--- config.mk ---
export PLATFORM = sky130hd
export DESIGN_NAME = rc4_keystream_cipher
export DESIGN_NICKNAME = d
export VERILOG_FILES = /design/src/design/rc4_pkg.sv /design/src/design/rc4_ram.sv /design/src/design/rc4_seq.sv /design/src/design/rc4_keystream_cipher.sv
export SDC_FILE = /design/constraint.sdc
export NUM_CORES = 2
export LEC_CHECK = 0
export BUFFER_PORTS_ARGS = -buffer_cell sky130_fd_sc_hd__buf_2
export CORE_MARGIN = 2
export CORE_UTILIZATION = 54
export DETAILED_ROUTE_END_ITERATION = 10
export HOLD_SLACK_MARGIN = 0.03
export MAX_ROUTING_LAYER = met4
export PLACE_DENSITY = 0.72
export SLEW_MARGIN = 15
export SYNTH_ARGS = -nofsm -noshare
export SYNTH_HDL_FRONTEND = slang
export SYNTH_SLANG_ARGS = --single-unit
--- constraint.sdc ---
create_clock -name clk -period 5.25 [get_ports clk]
set_input_delay 0.525 -clock clk [delete_from_list [all_inputs] [get_ports clk]]
set_output_delay 0.525 -clock clk [all_outputs]
set_load 0.02 [all_outputs]
--- src/design/rc4_pkg.sv ---
// Package for the RC4 keystream cipher: constants, payload types, the
// sequencer state encoding and the permutation memory port struct.
// No dependencies.
package rc4_pkg;

  localparam int BYTE_W     = 8;
  localparam int PERM_DEPTH = 256;
  localparam int PERM_AW    = 8;
  localparam int CFG_W      = 9;
  localparam int KEY_DEPTH  = 256;

  localparam logic [CFG_W-1:0] KEY_LENGTH_RESET = 9'd16;

  localparam logic STATUS_OK        = 1'b0;
  localparam logic STATUS_NOT_KEYED = 1'b1;

  localparam logic FUNC_KEY  = 1'b0;
  localparam logic FUNC_DATA = 1'b1;

  typedef struct packed {
    logic              func;
    logic [BYTE_W-1:0] byte_value;
  } item_t;

  typedef struct packed {
    logic [BYTE_W-1:0] out_byte;
    logic              status;
  } result_t;

  typedef struct packed {
    logic               we;
    logic [PERM_AW-1:0] waddr;
    logic [BYTE_W-1:0]  wdata;
    logic [PERM_AW-1:0] raddr;
  } perm_port_t;

  typedef enum logic [3:0] {
    ST_IDLE,
    ST_INIT,
    ST_K_RD,
    ST_K_J,
    ST_K_WI,
    ST_K_WJ,
    ST_G_J,
    ST_G_WI,
    ST_G_WJ,
    ST_HOLD
  } seq_state_t;

endpackage

--- src/design/rc4_ram.sv ---
// Generic simple dual-port RAM: one write port, one read port with the
// read data registered. No dependencies.
module rc4_ram #(
  parameter int WIDTH = 8,
  parameter int DEPTH = 256
) (
  input  logic                                   clk,
  input  logic                                   we,
  input  logic [((DEPTH > 1) ? $clog2(DEPTH) : 1)-1:0] waddr,
  input  logic [WIDTH-1:0]                       wdata,
  input  logic [((DEPTH > 1) ? $clog2(DEPTH) : 1)-1:0] raddr,
  output logic [WIDTH-1:0]                       rdata
);

  logic [WIDTH-1:0] mem [DEPTH];

  always_ff @(posedge clk) begin
    if (we) begin
      mem[waddr] <= wdata;
    end
    rdata <= mem[raddr];
  end

endmodule

--- src/design/rc4_seq.sv ---
// Sequencer of the RC4 keystream cipher: key loading, key schedule and
// generator steps as read-modify-write passes over the permutation memory.
// Depends on rc4_pkg.
module rc4_seq #(
  parameter int KEY_DEPTH = rc4_pkg::KEY_DEPTH
) (
  input  logic                                           clk,
  input  logic                                           rst,
  input  logic                                           item_valid,
  output logic                                           item_stall,
  input  rc4_pkg::item_t                                 item,
  input  logic [rc4_pkg::CFG_W-1:0]                      key_length,
  input  logic                                           out_free,
  output logic                                           res_load,
  output rc4_pkg::result_t                               res,
  output rc4_pkg::perm_port_t                            perm,
  input  logic [rc4_pkg::BYTE_W-1:0]                     perm_rdata,
  output logic                                           key_we,
  output logic [((KEY_DEPTH > 1) ? $clog2(KEY_DEPTH) : 1)-1:0] key_waddr,
  output logic [rc4_pkg::BYTE_W-1:0]                     key_wdata,
  output logic [((KEY_DEPTH > 1) ? $clog2(KEY_DEPTH) : 1)-1:0] key_raddr,
  input  logic [rc4_pkg::BYTE_W-1:0]                     key_rdata
);

  localparam int KW    = (KEY_DEPTH > 1) ? $clog2(KEY_DEPTH) : 1;
  localparam int CW    = $clog2(KEY_DEPTH + 1);
  localparam int LW    = rc4_pkg::CFG_W;
  localparam int BW    = rc4_pkg::BYTE_W;
  localparam int AW    = rc4_pkg::PERM_AW;
  localparam logic [LW-1:0] DEPTH_LEN = LW'(KEY_DEPTH);
  localparam logic [CW-1:0] DEPTH_CNT = CW'(KEY_DEPTH);
  localparam logic [AW-1:0] LAST_IDX  = AW'(rc4_pkg::PERM_DEPTH - 1);

  rc4_pkg::seq_state_t state, state_next;

  logic          keyed;
  logic [CW-1:0] key_count;
  logic [LW-1:0] len;
  logic [KW-1:0] k;
  logic [AW-1:0] n;
  logic [AW-1:0] idx_i;
  logic [AW-1:0] idx_j;
  logic [BW-1:0] si;
  logic [BW-1:0] sj;
  logic [AW-1:0] t;
  logic [BW-1:0] data_byte;
  rc4_pkg::result_t hold;

  logic          accept;
  logic          count_full;
  logic [CW-1:0] count_next;
  logic [LW-1:0] eff_len;
  logic          reach_len;
  logic          k_wrap;
  logic [AW-1:0] j_sched;
  logic [AW-1:0] j_gen;
  logic [BW-1:0] ks;
  rc4_pkg::result_t gen_res;
  rc4_pkg::result_t pass_res;

  assign item_stall = (state != rc4_pkg::ST_IDLE);
  assign accept     = item_valid && !item_stall;
  assign count_full = (key_count == DEPTH_CNT);
  assign count_next = count_full ? key_count : key_count + CW'(1);

  // A length of zero behaves as one; anything above the store depth is clipped.
  assign eff_len   = (key_length == '0) ? LW'(1) :
                     ((key_length > DEPTH_LEN) ? DEPTH_LEN : key_length);
  assign reach_len = (LW'(count_next) >= eff_len);
  assign k_wrap    = ((LW'(k) + LW'(1)) >= len);

  assign j_sched = idx_j + perm_rdata + key_rdata;
  assign j_gen   = idx_j + perm_rdata;

  // The read of S[t] overlapped the swap writes, so take the swapped values.
  assign ks = (t == idx_j) ? si : ((t == idx_i) ? sj : perm_rdata);

  assign gen_res.out_byte  = data_byte ^ ks;
  assign gen_res.status    = rc4_pkg::STATUS_OK;
  assign pass_res.out_byte = item.byte_value;
  assign pass_res.status   = rc4_pkg::STATUS_NOT_KEYED;

  assign key_waddr = key_count[KW-1:0];
  assign key_wdata = item.byte_value;
  assign key_raddr = k;

  always_comb begin
    state_next = state;
    case (state)
      rc4_pkg::ST_IDLE: begin
        if (accept && !keyed) begin
          if (item.func == rc4_pkg::FUNC_KEY) begin
            if (reach_len) begin
              state_next = rc4_pkg::ST_INIT;
            end
          end else if (!out_free) begin
            state_next = rc4_pkg::ST_HOLD;
          end
        end else if (accept && item.func == rc4_pkg::FUNC_DATA) begin
          state_next = rc4_pkg::ST_G_J;
        end
      end
      rc4_pkg::ST_INIT: begin
        if (n == LAST_IDX) begin
          state_next = rc4_pkg::ST_K_RD;
        end
      end
      rc4_pkg::ST_K_RD: state_next = rc4_pkg::ST_K_J;
      rc4_pkg::ST_K_J:  state_next = rc4_pkg::ST_K_WI;
      rc4_pkg::ST_K_WI: state_next = rc4_pkg::ST_K_WJ;
      rc4_pkg::ST_K_WJ: begin
        state_next = (n == LAST_IDX) ? rc4_pkg::ST_IDLE : rc4_pkg::ST_K_RD;
      end
      rc4_pkg::ST_G_J:  state_next = rc4_pkg::ST_G_WI;
      rc4_pkg::ST_G_WI: state_next = rc4_pkg::ST_G_WJ;
      rc4_pkg::ST_G_WJ: begin
        state_next = out_free ? rc4_pkg::ST_IDLE : rc4_pkg::ST_HOLD;
      end
      rc4_pkg::ST_HOLD: begin
        if (out_free) begin
          state_next = rc4_pkg::ST_IDLE;
        end
      end
      default: state_next = rc4_pkg::ST_IDLE;
    endcase
  end

  always_comb begin
    perm.we     = 1'b0;
    perm.waddr  = n;
    perm.wdata  = perm_rdata;
    perm.raddr  = idx_i + AW'(1);
    key_we      = 1'b0;
    res_load    = 1'b0;
    res         = hold;
    case (state)
      rc4_pkg::ST_IDLE: begin
        if (accept && !keyed) begin
          if (item.func == rc4_pkg::FUNC_KEY) begin
            key_we = !count_full;
          end else begin
            res_load = out_free;
            res      = pass_res;
          end
        end
      end
      rc4_pkg::ST_INIT: begin
        perm.we    = 1'b1;
        perm.waddr = n;
        perm.wdata = n;
      end
      rc4_pkg::ST_K_RD: begin
        perm.raddr = n;
      end
      rc4_pkg::ST_K_J: begin
        perm.raddr = j_sched;
      end
      rc4_pkg::ST_K_WI: begin
        perm.we    = 1'b1;
        perm.waddr = n;
        perm.wdata = perm_rdata;
      end
      rc4_pkg::ST_K_WJ: begin
        perm.we    = 1'b1;
        perm.waddr = idx_j;
        perm.wdata = si;
      end
      rc4_pkg::ST_G_J: begin
        perm.raddr = j_gen;
      end
      rc4_pkg::ST_G_WI: begin
        perm.we    = 1'b1;
        perm.waddr = idx_i;
        perm.wdata = perm_rdata;
        perm.raddr = si + perm_rdata;
      end
      rc4_pkg::ST_G_WJ: begin
        perm.we    = 1'b1;
        perm.waddr = idx_j;
        perm.wdata = si;
        res_load   = out_free;
        res        = gen_res;
      end
      rc4_pkg::ST_HOLD: begin
        res_load = out_free;
      end
      default: begin
      end
    endcase
  end

  always_ff @(posedge clk) begin
    if (rst) begin
      state     <= rc4_pkg::ST_IDLE;
      keyed     <= 1'b0;
      key_count <= '0;
      idx_i     <= '0;
      idx_j     <= '0;
    end else begin
      state <= state_next;
      case (state)
        rc4_pkg::ST_IDLE: begin
          if (accept && !keyed && item.func == rc4_pkg::FUNC_KEY) begin
            key_count <= count_next;
            if (reach_len) begin
              len   <= eff_len;
              n     <= '0;
              k     <= '0;
              idx_j <= '0;
            end
          end else if (accept && !keyed) begin
            hold <= pass_res;
          end else if (accept && item.func == rc4_pkg::FUNC_DATA) begin
            idx_i     <= idx_i + AW'(1);
            data_byte <= item.byte_value;
          end
        end
        rc4_pkg::ST_INIT: begin
          n <= n + AW'(1);
        end
        rc4_pkg::ST_K_J: begin
          si    <= perm_rdata;
          idx_j <= j_sched;
        end
        rc4_pkg::ST_K_WJ: begin
          n <= n + AW'(1);
          k <= k_wrap ? '0 : k + KW'(1);
          if (n == LAST_IDX) begin
            keyed <= 1'b1;
            idx_i <= '0;
            idx_j <= '0;
          end
        end
        rc4_pkg::ST_G_J: begin
          si    <= perm_rdata;
          idx_j <= j_gen;
        end
        rc4_pkg::ST_G_WI: begin
          sj <= perm_rdata;
          t  <= si + perm_rdata;
        end
        rc4_pkg::ST_G_WJ: begin
          hold <= gen_res;
        end
        default: begin
        end
      endcase
    end
  end

endmodule

--- src/design/rc4_keystream_cipher.sv ---
// Top level of the RC4 keystream cipher: configuration register, the two
// state memories, the sequencer and the result register.
// Depends on rc4_pkg, rc4_ram and rc4_seq.
//
// RC4 byte stream cipher. Each input transaction carries func and
// byte_value. With func clear, byte_value is the next key byte and is stored.
// Once as many key bytes are stored as key_length asks (zero counts as one,
// values above KEY_DEPTH count as KEY_DEPTH), the key schedule runs: it fills
// the permutation memory with the identity and then makes a read, j update
// and swap pass over each of its 256 entries, during which no input
// transaction is accepted. Key bytes arriving after keying are ignored; only a
// reset starts a new key. With func set, byte_value is a data byte: it comes
// back XORed with the next keystream byte, with status zero, through the
// states G_J, G_WI and G_WJ, and no further input transaction is taken until
// it has passed into the result register. The pace is set by the chain of
// dependent reads and the swap on the permutation memory, which has one read
// and one write port. A data byte received before keying is complete comes
// back unchanged with status one, loaded into the result register as it is
// taken if that is free. Encryption and decryption are the same operation.
// Results wait in an output register, so a stall on the result channel holds
// only that transaction; key bytes still flow while it waits.
// key_length is written through its own valid/ready channel, which is always
// ready, and should only be written while the block is idle.
module rc4_keystream_cipher #(
  parameter int KEY_DEPTH = rc4_pkg::KEY_DEPTH
) (
  input  logic                        clk,
  input  logic                        rst,
  input  logic                        item_valid,
  output logic                        item_stall,
  input  rc4_pkg::item_t              item,
  output logic                        result_valid,
  input  logic                        result_stall,
  output rc4_pkg::result_t            result,
  input  logic                        cfg_valid,
  output logic                        cfg_ready,
  input  logic [rc4_pkg::CFG_W-1:0]   cfg_data
);

  localparam int KW = (KEY_DEPTH > 1) ? $clog2(KEY_DEPTH) : 1;

  logic [rc4_pkg::CFG_W-1:0] key_length;

  rc4_pkg::perm_port_t        perm;
  logic [rc4_pkg::BYTE_W-1:0] perm_rdata;

  logic                       key_we;
  logic [KW-1:0]              key_waddr;
  logic [rc4_pkg::BYTE_W-1:0] key_wdata;
  logic [KW-1:0]              key_raddr;
  logic [rc4_pkg::BYTE_W-1:0] key_rdata;

  logic             out_free;
  logic             res_load;
  rc4_pkg::result_t res;

  // The register can take a write in every cycle.
  assign cfg_ready = 1'b1;

  always_ff @(posedge clk) begin
    if (rst) begin
      key_length <= rc4_pkg::KEY_LENGTH_RESET;
    end else if (cfg_valid && cfg_ready) begin
      key_length <= cfg_data;
    end
  end

  // The permutation memory holds S; the key store holds the key bytes in order.
  rc4_ram #(
    .WIDTH (rc4_pkg::BYTE_W),
    .DEPTH (rc4_pkg::PERM_DEPTH)
  ) u_perm_ram (
    .clk   (clk),
    .we    (perm.we),
    .waddr (perm.waddr),
    .wdata (perm.wdata),
    .raddr (perm.raddr),
    .rdata (perm_rdata)
  );

  rc4_ram #(
    .WIDTH (rc4_pkg::BYTE_W),
    .DEPTH (KEY_DEPTH)
  ) u_key_ram (
    .clk   (clk),
    .we    (key_we),
    .waddr (key_waddr),
    .wdata (key_wdata),
    .raddr (key_raddr),
    .rdata (key_rdata)
  );

  rc4_seq #(
    .KEY_DEPTH (KEY_DEPTH)
  ) u_seq (
    .clk        (clk),
    .rst        (rst),
    .item_valid (item_valid),
    .item_stall (item_stall),
    .item       (item),
    .key_length (key_length),
    .out_free   (out_free),
    .res_load   (res_load),
    .res        (res),
    .perm       (perm),
    .perm_rdata (perm_rdata),
    .key_we     (key_we),
    .key_waddr  (key_waddr),
    .key_wdata  (key_wdata),
    .key_raddr  (key_raddr),
    .key_rdata  (key_rdata)
  );

  // The result register may be reloaded in the same cycle as it is emptied.
  assign out_free = !result_valid || !result_stall;

  always_ff @(posedge clk) begin
    if (rst) begin
      result_valid <= 1'b0;
    end else if (res_load) begin
      result_valid <= 1'b1;
    end else if (!result_stall) begin
      result_valid <= 1'b0;
    end
  end

  always_ff @(posedge clk) begin
    if (res_load) begin
      result <= res;
    end
  end

endmodule
Word-level counts from Yosys, hierarchy flattened
Memories as Yosys holds them, arrays and structs flattened. A register that Yosys moved wholly into a read port is not among the register bits. Index checks and enable logic that the tools add are counted. Widths: inputs -> output; s select.

Bitwise logic cells: 5. Order comparisons: 3. Muxes and demuxes: 46. Eq/ne operators: 26. Reductions and logical operators: 33. Add/sub/neg operators: 8.

Operators with widths (number): $mux 8 (9); $pmux 17 s4 (1); $pmux 8 s4 (2); $mux 9 (7); $pmux 8 s2 (3); $pmux 4 s10 (1); $pmux 9 s2 (2); $mux 4 (8); $add 8x1->8 const B (3); $add 8x8->8 (3); $reduce_and 4->1 (5); $ge 9x9->1 (2); $eq 4x3->1 const B (4); $eq 8x8->1 (2); $ne 2x1->1 const B (8); $reduce_and 5->1 (3); $mux 1 (11); $add 8x1->9 const B (1); $add 9x1->9 const B (1); $eq 9x9->1 const B (1); $gt 9x9->1 const B (1); $logic_not 9->1 (1); $eq 4x2->1 const B (2); $eq 4x4->1 const B (2); 18 further kinds (38).

Output and inout bits: 12. Register bits after elaboration: 115. RAM bits: 4096. Memories kept: 2.

Memory list: u_key_ram.mem (depth 256, width 8, rd ports 1, clocked after memory_dff 1, wr ports 1, line rc4_ram.sv:15) `logic [WIDTH-1:0] mem [DEPTH];`; u_perm_ram.mem (depth 256, width 8, rd ports 1, clocked after memory_dff 1, wr ports 1, line rc4_ram.sv:15).

Logic depth before layout (Yosys ltp)
Word-level depth: 8. Mapped depth: 19.

Cells and area by module
From an unflattened synthesis, not the netlist that was laid out.

Cells, all modules: 8251. Area total of the unflattened synthesis: 166435.9 sq um.

By module, submodules not included: rc4_ram (cells an instance 3733, area an instance 79556.3 sq um, seq. area each 61659.1 sq um, times used 2); rc4_seq (cells an instance 741, area an instance 6685.2 sq um, seq. area each 2582.5 sq um, times used 1); rc4_keystream_cipher (cells an instance 44, area an instance 638.1 sq um, seq. area each 470.5 sq um, times used 1).

Worst setup path before layout
Ideal clock, no wire load.

Path kind: reg-to-reg. Start: register u_seq.state[1]. End: memory u_perm_ram.mem[0][2] (data pin). Required time: 4.479 ns. Stages on the path, launching flop included: 10. Clock period less this slack: 5.148 ns. Setup slack: 0.102 ns. Arrival: 4.377 ns. Cells stage by stage: dfxtp_1 > buf_2 > nor2_1 > nand2_1 > nor2_1 > inv_2 > nand2_1 > clkbuf_1 > a222oi_1 > inv_1.

RTL lines: from (decl) (line rc4_seq.sv:34) `rc4_pkg::seq_state_t state, state_next;`; from (signal assigned) (line rc4_seq.sv:194) `state <= rc4_pkg::ST_IDLE;`; from (signal assigned) (line rc4_seq.sv:200) `state <= state_next;`; to (decl) (line rc4_ram.sv:15).

Worst setup path after layout
Start: register u_perm_ram.rdata[0], read port of u_perm_ram.mem. End: register u_perm_ram.rdata[1], read port of u_perm_ram.mem.

Cells in the longest elaborated chain, start to end: 3. Elaborated cells on any way between the ends: 4. Classes of those cells: add/sub (3); mux (1).

Ends and longest elaborated chain: from (decl) (line rc4_ram.sv:12) `output logic [WIDTH-1:0] rdata`; $add 8x8->8 (line rc4_seq.sv:72, rc4_seq.sv:73); $add 8x8->8 (line rc4_seq.sv:72) `assign j_sched = idx_j + perm_rdata + key_rdata;`; $pmux 8 s4 (*) (line rc4_seq.sv:136) `case (state)`.

Mark *: on every way between the ends. The rest lies on a longest branch, timed or not. A chain may end at the register's enable or synchronous reset.

==> results.yml <==
yosys:
  async_reset_ff_share_pct: 0
  syn_nets: 8693
  syn_area_sq_um: 167000
  synthCells: 8621
  synthFlopType: "edfxtp_1"
  ys_ff_latch: 4227
  yosys_warnings: 0
  synth_cell_types: 86
  synth-edff-count: 4171
  synth_top_area_share_pct: 74.9
  ys_seq_area_share_pct: 75.6
  yosys.area.top_type: "edfxtp_1"
  syn_avg_cell_area_sq_um: 19.4
  yosys-top-cells-area: "edfxtp_1 75%, mux4_2 12%, mux2i_1 1.9%"
sta:
  rsz0062_at_grt: "false"
  worst_hold_slack_ps: 95.9
  worst_slack_ps: -0.861
  finalHoldViolCount: 0
  post-route-min-period_ps: 5250
  fin_tns_setup_ps: -0.861
  fmax_ghz: 0.190
  maxSlewHeadroom_pct: 14.3
  finalMaxSlewViolations: 0
  setup_viol: 1
  fin_crit_sh_pct: 100
  worst_clock_skew_ps: 80.3
  worst_slew_pin_slew_ps: 1280
routing:
  ant_nets: 0
  vias_per_cell: 6.56
  routedWlPerCell_um: 31.7
  drt-total-wl_um: 431000
  first_pass_iters: 9
  drcViolationCount: 0
  vias: 89200
  drt_iter0_markers: 13800
critical_path:
  required_ps: 6060
  worstSetupPathType: "reg2reg"
  crit_arrival_ps: 6060
  worstSetupStartpointType: "register"
  reg2reg_to: "u_perm_ram.rdata[1]"
  crit_path_end_kind: "register"
  critPathMaxFanout: 35
  reg2reg_depth: 16
  crit-reg2reg-launch: "u_perm_ram.rdata[0]"
  r2r_slack_ps: -0.9
placement:
  dp.cells: 12800
  portBuffers: 33
  dpl_cell_area_sq_um: 175000
  gp_congestion: 0.994
  hpwlAfterDp_um: 266000
final_layout:
  final_area_sq_um: 189000
  layout-drive-gt1-share_pct: 23.4
  area_growth_pct: 12.8
  n_fill_cell: 21000
  layoutNonFillerInstCount: 13600
  layout.nets: 9218
worst_hold_path:
  hold_end: "u_seq.state[3]"
  whs_path_depth: 4
  hold_start: "result_stall"
  hp-class: "in2reg"
global_route:
  grt_max_degree: 154
  grt_overflow: 0
  track_usage_pct: 28.0
  antenna_found_initial: 10
  grt_pass1_vias: 87400
  grt_pass1_wl_um: 624000
floorplan:
  ios: 35
  initial_core_util_pct: 54.2
  die_h_um: 560
  die_area_sq_um: 314000
  core_area_sq_um: 309000
  placementRows: 204
  die_w_um: 560
power_and_ir_drop:
  p_sw_w: 0.0259
  peakVddDrop_mv: 0.916
  p_comb_share_pct: 21.1
  power_w: 0.0893
  switching_share_pct: 29.1
  power_density_nw_per_um2: 473
  p_leak_nw: 59.8
  seqPwrFrac_pct: 46.8
  p_int_w: 0.0633
  clockPowerShare_pct: 32.1
clocking:
  htreeDepth: 5
  clockBufferDepth: 4
  cts_tree: "done"
  clk-insertion-delay-late_ps: 950
  numClockSinks: 4227
  root_buffer: "clkbuf_16"
  cts_buffers: 399
  clk_pin_slew_ps: 60
run_status:
  violations: "negative setup slack"
  status: "complete, but fails checks"
flow_run:
  maxCapViolations: 0
[timing repair]
action | CTS | global route
hold endpoints to repair | 17 | 0
hold buffers | 21 | 0
resized for setup | 9 | 31
gates cloned | 1 | 0
pin swaps | 1 | 2
buffers inserted | 0 | 3
setup endpoints to repair | 4 | 67
[flip-flops by register name, summed over array words and instances, names as in the netlist, 9 cells and up]
register / flops
key_length: 9
u_seq.hold: 9
result: 9
u_seq.len: 9
u_perm_ram.mem: 2048
u_key_ram.mem: 2048
u_seq.key_count: 9
[power groups by stage]
stage / Clock [W] / Combinational, W / Sequential [W]
after detailed placement: 0 / 0.0183 / 0.0425
after CTS: 0.0288 / 0.0185 / 0.0417
after global placement: 0 / 0.0179 / 0.0424
final: 0.0286 / 0.0189 / 0.0418
after floorplan: 0 / 0.00995 / 0.0432
after global routing: 0.0301 / 0.0196 / 0.0418
[cells by family after synthesis]
family	share of synthesized area, %
mux	14.5
other cells	0.00224
compound gates	3.79
xor+xnor	0.367
simple gates	3.65
buf+inv	1.77
fa+ha+maj	0.380
flops	75.6
[worst max-delay path, cell delays in order, from the launching register on]
cell and delay (ps):
dfxtp_2 380, ha_1 250, fa_1 540, inv_1 80, fa_1 460, mux2i_1 240, a32oi_4 320, nand2_4 330
buf_12 300, buf_4 320, mux4_2 390, a211oi_2 370, a311oi_1 120, a31oi_1 490, and3_1 280, o32ai_1 90
buf_4 140
[layout make-up]
cell class,count,area [sq um],area share [%]
tap,4120,5150,2.73
clock buffer,479,10400,5.52
sequential,4227,126000,67.0
antenna,7,17.5,0.00928
inverter,48,245,0.130
timing repair buffer,651,5850,3.10
clock inverter,252,2460,1.30
multi-input combinational,3819,38200,20.2
[per-layer routing]
metal | track usage, % | vias up | wire length, um
met5 | - | - | 0
met4 | 11.4 | 0 | 20400
met3 | 4.70 | 938 | 41800
met2 | 43.4 | 5476 | 208000
met1 | 37.5 | 46400 | 160000
li1 | - | 36300 | -
[cells in the final DEF (no fill, tap or decap), types with 46 or more instances in the layout]
| master | n |
|---|---|
| o21ai_0 | 99 |
| mux2i_1 | 317 |
| clkbuf_1 | 74 |
| mux4_2 | 903 |
| buf_12 | 74 |
| o22ai_1 | 81 |
| buf_4 | 523 |
| o221ai_1 | 63 |
| edfxtp_1 | 4171 |
| clkinv_1 | 102 |
| a21oi_1 | 290 |
| a211oi_1 | 77 |
| nand3_1 | 91 |
| clkbuf_16 | 405 |
| nor2_1 | 688 |
| nand2_1 | 513 |
| dfxtp_1 | 54 |
| ha_1 | 46 |
| clkinv_2 | 73 |
| mux2_2 | 52 |
| a221oi_1 | 106 |
[per-stage QoR]
step / setup WS [ps] / util, %
after floorplan: 102 / -
after global placement: -93.3 / 56.8
after detailed placement: -187 / 56.8
after CTS: 0.840 / 61.1
after global routing: 1.52 / 61.1
final: -0.861 / 61.1
[cell usage after synthesis (63+ instances only)]
cell type / instances
a211oi_1: 81
a21oi_1: 298
a221oi_1: 107
buf_1: 78
buf_2: 112
clkbuf_1: 249
edfxtp_1: 4171
mux2i_1: 324
mux4_2: 903
nand2_1: 518
nand3_1: 95
nor2_1: 691
o21ai_0: 100
o221ai_1: 63
o22ai_1: 81
[worst max-delay path by stage]
| stage | startpoint | endpoint | slack, ps | depth (start not counted) |
|---|---|---|---|---|
| floorplan | u_seq.state[1] | u_perm_ram.mem[0][2] | 100 | 9 |
| global placement | u_perm_ram.rdata[0] | u_perm_ram.rdata[5] | -90 | 15 |
| detailed placement | u_perm_ram.rdata[0] | u_perm_ram.rdata[5] | -190 | 15 |
| CTS | u_perm_ram.rdata[0] | u_perm_ram.rdata[6] | 0.8 | 15 |
| global route | u_perm_ram.rdata[0] | u_perm_ram.rdata[0] | 2 | 15 |
| finish | u_perm_ram.rdata[0] | u_perm_ram.rdata[1] | -0.9 | 16 |
No activity file was read; power rests on OpenSTA's default activity.
